## config.mk

```make
export PLATFORM = sky130hd
export DESIGN_NAME = compressed_integer_bit_packer_flat
export DESIGN_NICKNAME = d
export VERILOG_FILES = /design/src/hw/rtl/cibp_pkg.sv /design/src/hw/rtl/cibp_if.sv /design/src/hw/rtl/cibp_front.sv /design/src/hw/rtl/cibp_queue.sv /design/src/hw/rtl/cibp_back.sv /design/src/hw/rtl/compressed_integer_bit_packer.sv /design/src/flat_wrapper.sv
export SDC_FILE = /design/constraint.sdc
export NUM_CORES = 1
export LEC_CHECK = 0
export BUFFER_PORTS_ARGS = -buffer_cell sky130_fd_sc_hd__buf_2
export CAP_MARGIN = 20
export CORE_AREA = 10 10 150 208
export DETAILED_ROUTE_END_ITERATION = 10
export DIE_AREA = 0 0 160 218
export PLACE_DENSITY = 0.8
export SETUP_SLACK_MARGIN = 0.2
export SLEW_MARGIN = 20
export SYNTH_ARGS = -nofsm -noshare
export SYNTH_HDL_FRONTEND = slang
export SYNTH_SLANG_ARGS = --single-unit
```

## constraint.sdc

```tcl
create_clock -name i_clk -period 7.05 [get_ports i_clk]
set_input_delay 0.705 -clock i_clk [delete_from_list [all_inputs] [get_ports i_clk]]
set_output_delay 0.705 -clock i_clk [all_outputs]
set_load 0.01 [all_outputs]
```

## src/hw/rtl/cibp_pkg.sv

```systemverilog
// Shared types, command codes and sizes for the compressed integer bit packer.
package cibp_pkg;

    // Input command codes
    localparam logic [2:0] CMD_BIT   = 3'd0;
    localparam logic [2:0] CMD_BYTE  = 3'd1;
    localparam logic [2:0] CMD_HALF  = 3'd2;
    localparam logic [2:0] CMD_C32   = 3'd3;
    localparam logic [2:0] CMD_C64   = 3'd4;
    localparam logic [2:0] CMD_FLUSH = 3'd5;

    // Field widths
    localparam int CMD_W   = 3;
    localparam int VALUE_W = 64;
    localparam int BYTE_W  = 8;
    localparam int NBITS_W = 4;

    // Segment word: longest item is 6 header bits plus 64 data bits
    localparam int SEG_W = 72;
    localparam int LEN_W = 7;

    // Default depth of the queue between front and back (at least 2)
    localparam int QUEUE_DEPTH = 2;

    // One classified item: MSB-aligned bit string, zero beyond its length
    typedef struct packed {
        logic             flush;
        logic [SEG_W-1:0] bits;
        logic [LEN_W-1:0] len;
    } t_seg;

endpackage

```

## src/hw/rtl/cibp_if.sv

```systemverilog
// Valid/ready channel interfaces for the input items and the packed stream bytes.
interface cibp_in_if import cibp_pkg::*; ();
    logic               valid;
    logic               ready;
    logic [CMD_W-1:0]   cmd;
    logic [VALUE_W-1:0] value;

    modport src (output valid, cmd, value, input ready);
    modport snk (input valid, cmd, value, output ready);
endinterface

interface cibp_out_if import cibp_pkg::*; ();
    logic               valid;
    logic               ready;
    logic [BYTE_W-1:0]  out_byte;
    logic [NBITS_W-1:0] valid_bits;
    logic               last;

    modport src (output valid, out_byte, valid_bits, last, input ready);
    modport snk (input valid, out_byte, valid_bits, last, output ready);
endinterface

```

## src/hw/rtl/cibp_front.sv

```systemverilog
// Front end: classifies an input item and builds its MSB-aligned bit segment.
module cibp_front import cibp_pkg::*; (
    input  logic [CMD_W-1:0]   i_cmd,
    input  logic [VALUE_W-1:0] i_value,
    output logic               o_keep,
    output t_seg               o_seg
);

    logic [VALUE_W-1:0] x;
    logic               sign;
    logic [7:0]         sbyte;
    logic [2:0]         t;
    logic               found;
    logic               half;
    logic [63:0]        d;
    logic [2:0]         cnt3;
    logic [LEN_W-1:0]   dlen;

    // Sign-extend the 32-bit case so one search serves both sizes
    assign x     = (i_cmd == CMD_C32) ? {{32{i_value[31]}}, i_value[31:0]} : i_value;
    assign sign  = x[63];
    assign sbyte = {8{sign}};

    // Find the highest byte that differs from the sign byte
    always_comb begin
        t     = '0;
        found = 1'b0;
        for (int i = 0; i < 8; i++) begin
            if (x[8*i +: 8] != sbyte) begin
                t     = 3'(i);
                found = 1'b1;
            end
        end
    end

    // Half flag: upper nibble of the first non-sign byte equals the sign nibble
    assign half = found && (x[{t, 3'b100} +: 4] == {4{sign}});
    assign cnt3 = 3'd7 - t;
    assign dlen = LEN_W'({1'b0, t, 3'b000}) + (half ? LEN_W'(4) : LEN_W'(8));

    // Lay bytes out low byte first, cut the top one, zero the sign bytes
    always_comb begin
        for (int i = 0; i < 8; i++) begin
            if (3'(i) > t) begin
                d[63-8*i -: 8] = 8'h00;
            end else if (3'(i) == t && half) begin
                d[63-8*i -: 8] = {x[8*i +: 4], 4'h0};
            end else begin
                d[63-8*i -: 8] = x[8*i +: 8];
            end
        end
    end

    // Assemble the segment per command
    always_comb begin
        o_keep     = 1'b1;
        o_seg      = '0;
        case (i_cmd)
            CMD_BIT: begin
                o_seg.bits = {i_value[0], 71'b0};
                o_seg.len  = LEN_W'(1);
            end
            CMD_BYTE: begin
                o_seg.bits = {i_value[7:0], 64'b0};
                o_seg.len  = LEN_W'(8);
            end
            CMD_HALF: begin
                o_seg.bits = {i_value[7:0], i_value[15:8], 56'b0};
                o_seg.len  = LEN_W'(16);
            end
            CMD_C32: begin
                if (!found) begin
                    o_seg.bits = {sign, 1'b1, 70'b0};
                    o_seg.len  = LEN_W'(2);
                end else begin
                    o_seg.bits = {sign, 1'b0, cnt3[1:0], half, d, 3'b0};
                    o_seg.len  = dlen + LEN_W'(5);
                end
            end
            CMD_C64: begin
                if (!found) begin
                    o_seg.bits = {sign, 1'b1, 70'b0};
                    o_seg.len  = LEN_W'(2);
                end else begin
                    o_seg.bits = {sign, 1'b0, cnt3, half, d, 2'b0};
                    o_seg.len  = dlen + LEN_W'(6);
                end
            end
            CMD_FLUSH: begin
                o_seg.flush = 1'b1;
            end
            default: begin
                o_keep = 1'b0;
            end
        endcase
    end

endmodule

```

## src/hw/rtl/cibp_queue.sv

```systemverilog
// Short segment queue between the front and back ends.
module cibp_queue import cibp_pkg::*; #(
    parameter int DEPTH = QUEUE_DEPTH
) (
    input  logic i_clk,
    input  logic i_rst_n,
    input  logic i_push,
    input  t_seg i_seg,
    input  logic i_pop,
    output logic o_full,
    output logic o_valid,
    output t_seg o_head
);

    localparam int PTR_W = $clog2(DEPTH);
    localparam int CNT_W = $clog2(DEPTH + 1);
    localparam logic [PTR_W-1:0] LAST_PTR = PTR_W'(DEPTH - 1);

    t_seg             r_mem [DEPTH];
    logic [PTR_W-1:0] r_wptr, r_rptr;
    logic [CNT_W-1:0] r_count;
    logic             do_push, do_pop;

    assign o_full  = (r_count == CNT_W'(DEPTH));
    assign o_valid = (r_count != '0);
    assign o_head  = r_mem[r_rptr];
    assign do_push = i_push && !o_full;
    assign do_pop  = i_pop && o_valid;

    // Advance pointers and occupancy
    always_ff @(posedge i_clk) begin
        if (!i_rst_n) begin
            r_wptr  <= '0;
            r_rptr  <= '0;
            r_count <= '0;
        end else begin
            if (do_push) begin
                r_wptr <= (r_wptr == LAST_PTR) ? '0 : r_wptr + 1'b1;
            end
            if (do_pop) begin
                r_rptr <= (r_rptr == LAST_PTR) ? '0 : r_rptr + 1'b1;
            end
            case ({do_push, do_pop})
                2'b10:   r_count <= r_count + 1'b1;
                2'b01:   r_count <= r_count - 1'b1;
                default: r_count <= r_count;
            endcase
        end
    end

    // Store entries
    always_ff @(posedge i_clk) begin
        if (do_push) begin
            r_mem[r_wptr] <= i_seg;
        end
    end

endmodule

```

## src/hw/rtl/cibp_back.sv

```systemverilog
// Back end: merges segments with pending bits; one byte per cycle unless stalled.
module cibp_back import cibp_pkg::*; (
    input  logic           i_clk,
    input  logic           i_rst_n,
    input  logic           i_q_valid,
    input  t_seg           i_head,
    output logic           o_pop,
    cibp_out_if.src        o_out
);

    logic [6:0]        r_pend;
    logic [2:0]        r_cnt;
    logic              r_act;
    logic [SEG_W-1:0]  r_seg;
    logic [LEN_W-1:0]  r_rem;
    logic              r_ovalid;
    logic [BYTE_W-1:0] r_obyte;
    logic [NBITS_W-1:0] r_obits;
    logic              r_olast;

    logic              can_load, step, cur_flush;
    logic [SEG_W-1:0]  cur_seg;
    logic [LEN_W-1:0]  cur_rem, sum, rem_after;
    logic [SEG_W+7:0]  w;
    logic              emit, fin;
    logic              out_load;

    // Select the active remainder or the queue head
    assign cur_seg   = r_act ? r_seg : i_head.bits;
    assign cur_rem   = r_act ? r_rem : i_head.len;
    assign cur_flush = !r_act && i_head.flush;

    // Window: left-aligned pending bits followed by the segment
    assign w         = {r_pend, 73'b0} | ({cur_seg, 8'b0} >> r_cnt);
    assign sum       = LEN_W'(r_cnt) + cur_rem;
    assign emit      = (sum >= LEN_W'(8));
    assign fin       = (sum < LEN_W'(16));
    assign rem_after = sum - LEN_W'(8);

    assign can_load  = !r_ovalid || o_out.ready;
    assign step      = (r_act || i_q_valid) && can_load;
    assign o_pop     = step && (cur_flush || !emit || fin);
    assign out_load  = step && (cur_flush ? (r_cnt != '0) : emit);

    // Advance packing state and the output register
    always_ff @(posedge i_clk) begin
        if (!i_rst_n) begin
            r_pend   <= '0;
            r_cnt    <= '0;
            r_act    <= 1'b0;
            r_ovalid <= 1'b0;
        end else begin
            if (out_load) begin
                r_ovalid <= 1'b1;
            end else if (o_out.ready) begin
                r_ovalid <= 1'b0;
            end
            if (step) begin
                if (cur_flush) begin
                    if (r_cnt != '0) begin
                        r_obyte  <= {r_pend, 1'b0};
                        r_obits  <= NBITS_W'(r_cnt);
                        r_olast  <= 1'b1;
                    end
                    r_pend <= '0;
                    r_cnt  <= '0;
                end else if (emit) begin
                    r_obyte  <= w[SEG_W+7 -: 8];
                    r_obits  <= NBITS_W'(8);
                    r_olast  <= fin;
                    if (fin) begin
                        r_pend <= w[SEG_W-1 -: 7];
                        r_cnt  <= rem_after[2:0];
                        r_act  <= 1'b0;
                    end else begin
                        r_seg  <= w[SEG_W-1:0];
                        r_rem  <= rem_after;
                        r_pend <= '0;
                        r_cnt  <= '0;
                        r_act  <= 1'b1;
                    end
                end else begin
                    r_pend <= w[SEG_W+7 -: 7];
                    r_cnt  <= sum[2:0];
                    r_act  <= 1'b0;
                end
            end
        end
    end

    assign o_out.valid      = r_ovalid;
    assign o_out.out_byte   = r_obyte;
    assign o_out.valid_bits = r_obits;
    assign o_out.last       = r_olast;

    // The active item keeps its queue entry until it finishes
    a_act_holds_entry: assert property (@(posedge i_clk) disable iff (!i_rst_n)
        r_act |-> i_q_valid) else $error("active item without queue entry");

    // A continued item always has at least one more full byte
    a_act_full_byte: assert property (@(posedge i_clk) disable iff (!i_rst_n)
        r_act |-> (r_rem >= LEN_W'(8))) else $error("active remainder too short");

    // A flush leaves nothing pending
    a_flush_clears: assert property (@(posedge i_clk) disable iff (!i_rst_n)
        (step && cur_flush) |=> (r_cnt == '0)) else $error("pending bits after flush");

    // A partial byte is always the final byte of its item
    a_partial_last: assert property (@(posedge i_clk) disable iff (!i_rst_n)
        (r_ovalid && r_obits != NBITS_W'(8)) |-> r_olast)
        else $error("partial byte not marked last");

endmodule

```

## src/hw/rtl/compressed_integer_bit_packer.sv

```systemverilog
// Top level of the compressed integer bit packer: front, queue and back end.
//
//   channel  dir  payload                          handshake
//   i_in     in   cmd[2:0], value[63:0]            valid/ready
//   o_out    out  out_byte[7:0], valid_bits[3:0],  valid/ready
//                 last
//
// An item produces up to nine bytes in the back end; the back end emits one
// byte per cycle, unless the output stalls, via a single output register.
// The front end classifies in the accept cycle and writes into a queue of
// QUEUE_DEPTH entries, so input accepts continue while the back end drains.
// Reset (i_rst_n low, synchronous) clears pending bits, queue and output.
// An output stall freezes the back end; the input stalls only on a full queue.
module compressed_integer_bit_packer import cibp_pkg::*; #(
    parameter int QDEPTH = QUEUE_DEPTH
) (
    input  logic      i_clk,
    input  logic      i_rst_n,
    cibp_in_if.snk    i_in,
    cibp_out_if.src   o_out
);

    logic keep, q_full, q_valid, pop;
    t_seg seg, head;

    cibp_front u_front (
        .i_cmd   (i_in.cmd),
        .i_value (i_in.value),
        .o_keep  (keep),
        .o_seg   (seg)
    );

    // Accept whenever the queue has room; drop unused command codes
    assign i_in.ready = !q_full;

    cibp_queue #(.DEPTH(QDEPTH)) u_queue (
        .i_clk   (i_clk),
        .i_rst_n (i_rst_n),
        .i_push  (i_in.valid && keep),
        .i_seg   (seg),
        .i_pop   (pop),
        .o_full  (q_full),
        .o_valid (q_valid),
        .o_head  (head)
    );

    cibp_back u_back (
        .i_clk     (i_clk),
        .i_rst_n   (i_rst_n),
        .i_q_valid (q_valid),
        .i_head    (head),
        .o_pop     (pop),
        .o_out     (o_out)
    );

endmodule
```

## src/flat_wrapper.sv

```systemverilog
// flat-port wrapper written by rule: the top's interface ports become plain ports
module compressed_integer_bit_packer_flat import cibp_pkg::*;
#(
    parameter int QDEPTH = QUEUE_DEPTH
)
  (i_clk, i_rst_n, i_in_valid, i_in_cmd, i_in_value, i_in_ready, o_out_valid, o_out_out_byte, o_out_valid_bits, o_out_last, o_out_ready);
  cibp_in_if i_in_i ();
  cibp_out_if o_out_i ();
  input  logic i_clk;
  input  logic i_rst_n;
  input wire logic [$bits(i_in_i.valid)-1:0] i_in_valid;
  input wire logic [$bits(i_in_i.cmd)-1:0] i_in_cmd;
  input wire logic [$bits(i_in_i.value)-1:0] i_in_value;
  output wire logic [$bits(i_in_i.ready)-1:0] i_in_ready;
  output wire logic [$bits(o_out_i.valid)-1:0] o_out_valid;
  output wire logic [$bits(o_out_i.out_byte)-1:0] o_out_out_byte;
  output wire logic [$bits(o_out_i.valid_bits)-1:0] o_out_valid_bits;
  output wire logic [$bits(o_out_i.last)-1:0] o_out_last;
  input wire logic [$bits(o_out_i.ready)-1:0] o_out_ready;
  assign i_in_i.valid = i_in_valid;
  assign i_in_i.cmd = i_in_cmd;
  assign i_in_i.value = i_in_value;
  assign i_in_ready = i_in_i.ready;
  assign o_out_valid = o_out_i.valid;
  assign o_out_out_byte = o_out_i.out_byte;
  assign o_out_valid_bits = o_out_i.valid_bits;
  assign o_out_last = o_out_i.last;
  assign o_out_i.ready = o_out_ready;
  compressed_integer_bit_packer #(.QDEPTH(QDEPTH)) u_core (.i_clk(i_clk), .i_rst_n(i_rst_n), .i_in(i_in_i), .o_out(o_out_i));
endmodule
```

==> reports/qor.yml <==
status: "completed"
powerDensity_nw_per_um2: 349
fp.dieH_um: 218
synth.avg_cell_area_um2: 11.3
synth.most_common_cell: "mux2i_1"
timing.fmax_mhz: 193
place_congestion: 0.992
setup_viol: 0
dp_hpwl_um: 26800
grt_pass1_wl_um: 59200
vdd_drop_max_uv: 212
final_cells: 1771
die_area_um2: 34900
overflow: 0
synth_cell_types: 78
route.detailed.wl_per_inst_um: 21.2
io_buffer_count: 85
tritoncts: "built"
ys_ff_latch: 262
synth_common_cells: "305 x mux2i_1, 245 x edfxtp_1, 132 x nor2_1, 116 x a21oi_1, 87 x nand2_1"
drt_pass1_iterations: 8
use_met1_pct: 27.7
place_inst: 1726
grtUsageTotal_pct: 20.7
rsz0062_at_grt: "no"
numCtsBuffers: 25
critPathBufInv: 2
cp_max_fo: 47
worst_setup_path_start_kind: "primary input"
p_leak_nw: 6.33
cts-resized-gates: 0
synth_warnings: 0
clockBufferDepth: 3
htreeDepth: 1
num_antenna_cells: 0
vias_per_cell: 6.32
synth_flop_cell: "edfxtp_1"
clock_latency_ns: 0.54
fin_nets: 1467
critPathSlowestCell: "or4_1"
synth_area_leaders: "edfxtp_1 49%, mux2i_1 20%, a21oi_1 3.8%"
critPathKind: "primary input to register"
worstPathRequired_ns: 7.32
netlist_instances: 1338
die_w_um: 160
crit_family: "simple AND/OR/NAND/NOR gates"
antenna_left: 0
worst_setup_path_end_kind: "register"
place_area_um2: 15800
grt_start_max_net_pins: 102
busiest_layer: "met2"
synth_edf_count: 245
cts_root_buf: "clkbuf_16"
pin_count: 86
synth_area_um2: 15100
clkTransAtPathRegs_ns: 0.06
cts_hold_buf: 0
finalSetupTns_ns: 0
period_share_pct: 73.6
initial_utilization_pct: 55.2
synth_top_area_cell: "edfxtp_1"
drt_iter0_markers: 950
finalMaxSlewViolations: 0
synthesis.nets: 1422
post_cts_buffers: 0
grt_pass1_vias: 11100
cts.sinks: 262
drive_above_1_share_pct: 13.4
syn_to_final_growth_pct: 9.90
finClkSkew_ns: 0.0199
synth_top_area_share_pct: 48.6
period_needed_ns: 5.19
yosysSeqAreaShare_pct: 50.9
core_area_um2: 27400
max-cap-violations: 0
maxSlewHeadroom_pct: 28.9
holdCritPathClass: "primary input to register"
vias: 11200
grtUsageMet3_pct: 2.42
wl_um: 37500
met2_usage_pct: 33.4
rows: 72
route.detailed.drc: 0
finalHoldViolations: 0
cp_cell_sequence: "buf_2 -> nand3b_4 -> a21boi_2 -> mux2i_1 -> nand4bb_1 -> or2_0 -> o211ai_1 -> or4_1 -> nand2_1 -> inv_1 -> ha_1 -> ha_1 -> xnor2_1 -> nand3_1 -> xnor2_1 -> nor2_1"
fin_area_um2: 16600
synthArstFlopShare_pct: 0
antenna_found_initial: 0
slowest_delay_ns: 0.60
worst_pin_slew_ns: 1.06
arrival_ns: 5.45
==> sequential cells by signal, summed over array words and instances, names as in the netlist, 2 cells and up, named ones only <==
name,cells
u_core.u_back.r_rem,7
u_core.u_queue.r_mem,156
u_core.u_back.o_out.out_byte,8
u_core.u_back.r_pend,7
u_core.u_back.r_seg,69
u_core.u_back.r_cnt,3
u_core.u_queue.r_count,2
u_core.u_back.o_out.valid_bits,4
==> cell type report <==
| class | count | area [µm²] |
|---|---|---|
| Clock buffer | 33 | 706 |
| Clock inverter | 12 | 109 |
| Fill cell | 2218 | 10800 |
| Inverter | 20 | 77.6 |
| Multi-Input combinational cell | 976 | 7040 |
| Sequential cell | 262 | 7710 |
| Tap cell | 370 | 463 |
| Timing Repair Buffer | 98 | 523 |
==> where the power goes <==
group	leakage, nW	internal [mW]	switching, mW
Sequential	2.44	2.12	0.143
Clock	0.402	0.748	0.585
Combinational	3.49	0.816	1.39
==> final timing paths <==
path                                endpoint  slack (ns)  depth (start not counted)                     from
setup / recovery  u_core.u_queue.r_mem[0][6]        1.86                         16              i_in_cmd[2]
hold / removal     u_core.u_back.o_out.valid        0.48                          4              o_out_ready
setup reg to reg   u_core.u_queue.r_count[1]        1.96                         17                 register
hold reg to reg      u_core.u_back.r_pend[4]        0.54                          2  u_core.u_back.r_pend[4]
==> worst reg2reg max path, stage by stage (launching register included) <==
cell and delay [ns]:
dfxtp_4 0.64, mux2i_1 0.33, o21ai_0 0.13, ha_1 0.26, fa_1 0.43, a21oi_1 0.27
nor2_1 0.11, xnor2_1 0.21, inv_1 0.11, ha_1 0.19, nand2_1 0.05, o21ai_0 0.06
nor2_1 0.65, nor2_1 0.25, a211oi_1 0.43, ha_1 0.34, or3_1 0.39, a21boi_0 0.16
==> cells by family (layout without fill, tap and decap cells) <==
kind of cell / after synthesis / after routing / synth area share, %
flip-flops: 262 / 262 / 50.9
XOR/XNOR: 14 / 14 / 0.810
AND/OR/NAND/NOR: 356 / 356 / 11.4
AO/OA/AOI/OAI: 280 / 280 / 12.3
buffers and inverters: 100 / 163 / 2.70
adder cells (fa/ha/maj): 13 / 13 / 1.12
multiplexers: 313 / 313 / 20.8
==> stage by stage <==
stage / power, mW / hold WS (ns) / setup slack, ns / utilization, %
finish: 5.81 / 0.477 / 1.86 / 60.7
global route: 6.13 / 0.495 / 1.47 / 60.7
CTS: 5.81 / 0.454 / 1.90 / 60.7
detailed placement: 4.47 / 0.526 / 1.34 / 57.7
global placement: 4.39 / 0.516 / 1.50 / 57.7
floorplan: 3.90 / 0.487 / 0.339 / -
==> layout by cell type (no fill, tap or decap), drive strengths merged, types with 7 or more instances in the layout <==
cell    count
nor2b      13
and2       14
buf        98
nor4       16
nor3       17
a211oi     10
nand4      20
nand2      87
inv        22
dfxtp      17
clkinv      8
o22ai      13
o211ai     10
mux2i     305
xnor2       9
o21a        9
nor2      132
a22o        9
ha         12
nand3      14
mux2        8
a21oi     119
o21ai      37
clkbuf     33
a31oi       7
edfxtp    245
or4         9
a22oi      26
==> metal layers <==
layer | up-vias | share of wire, %
met3 | 84 | 6.6
met1 | 5471 | 43
met2 | 452 | 47
met5 | - | 0
li1 | 5189 | -
met4 | 0 | 3.4
No activity file was read; power rests on OpenSTA's default activity.
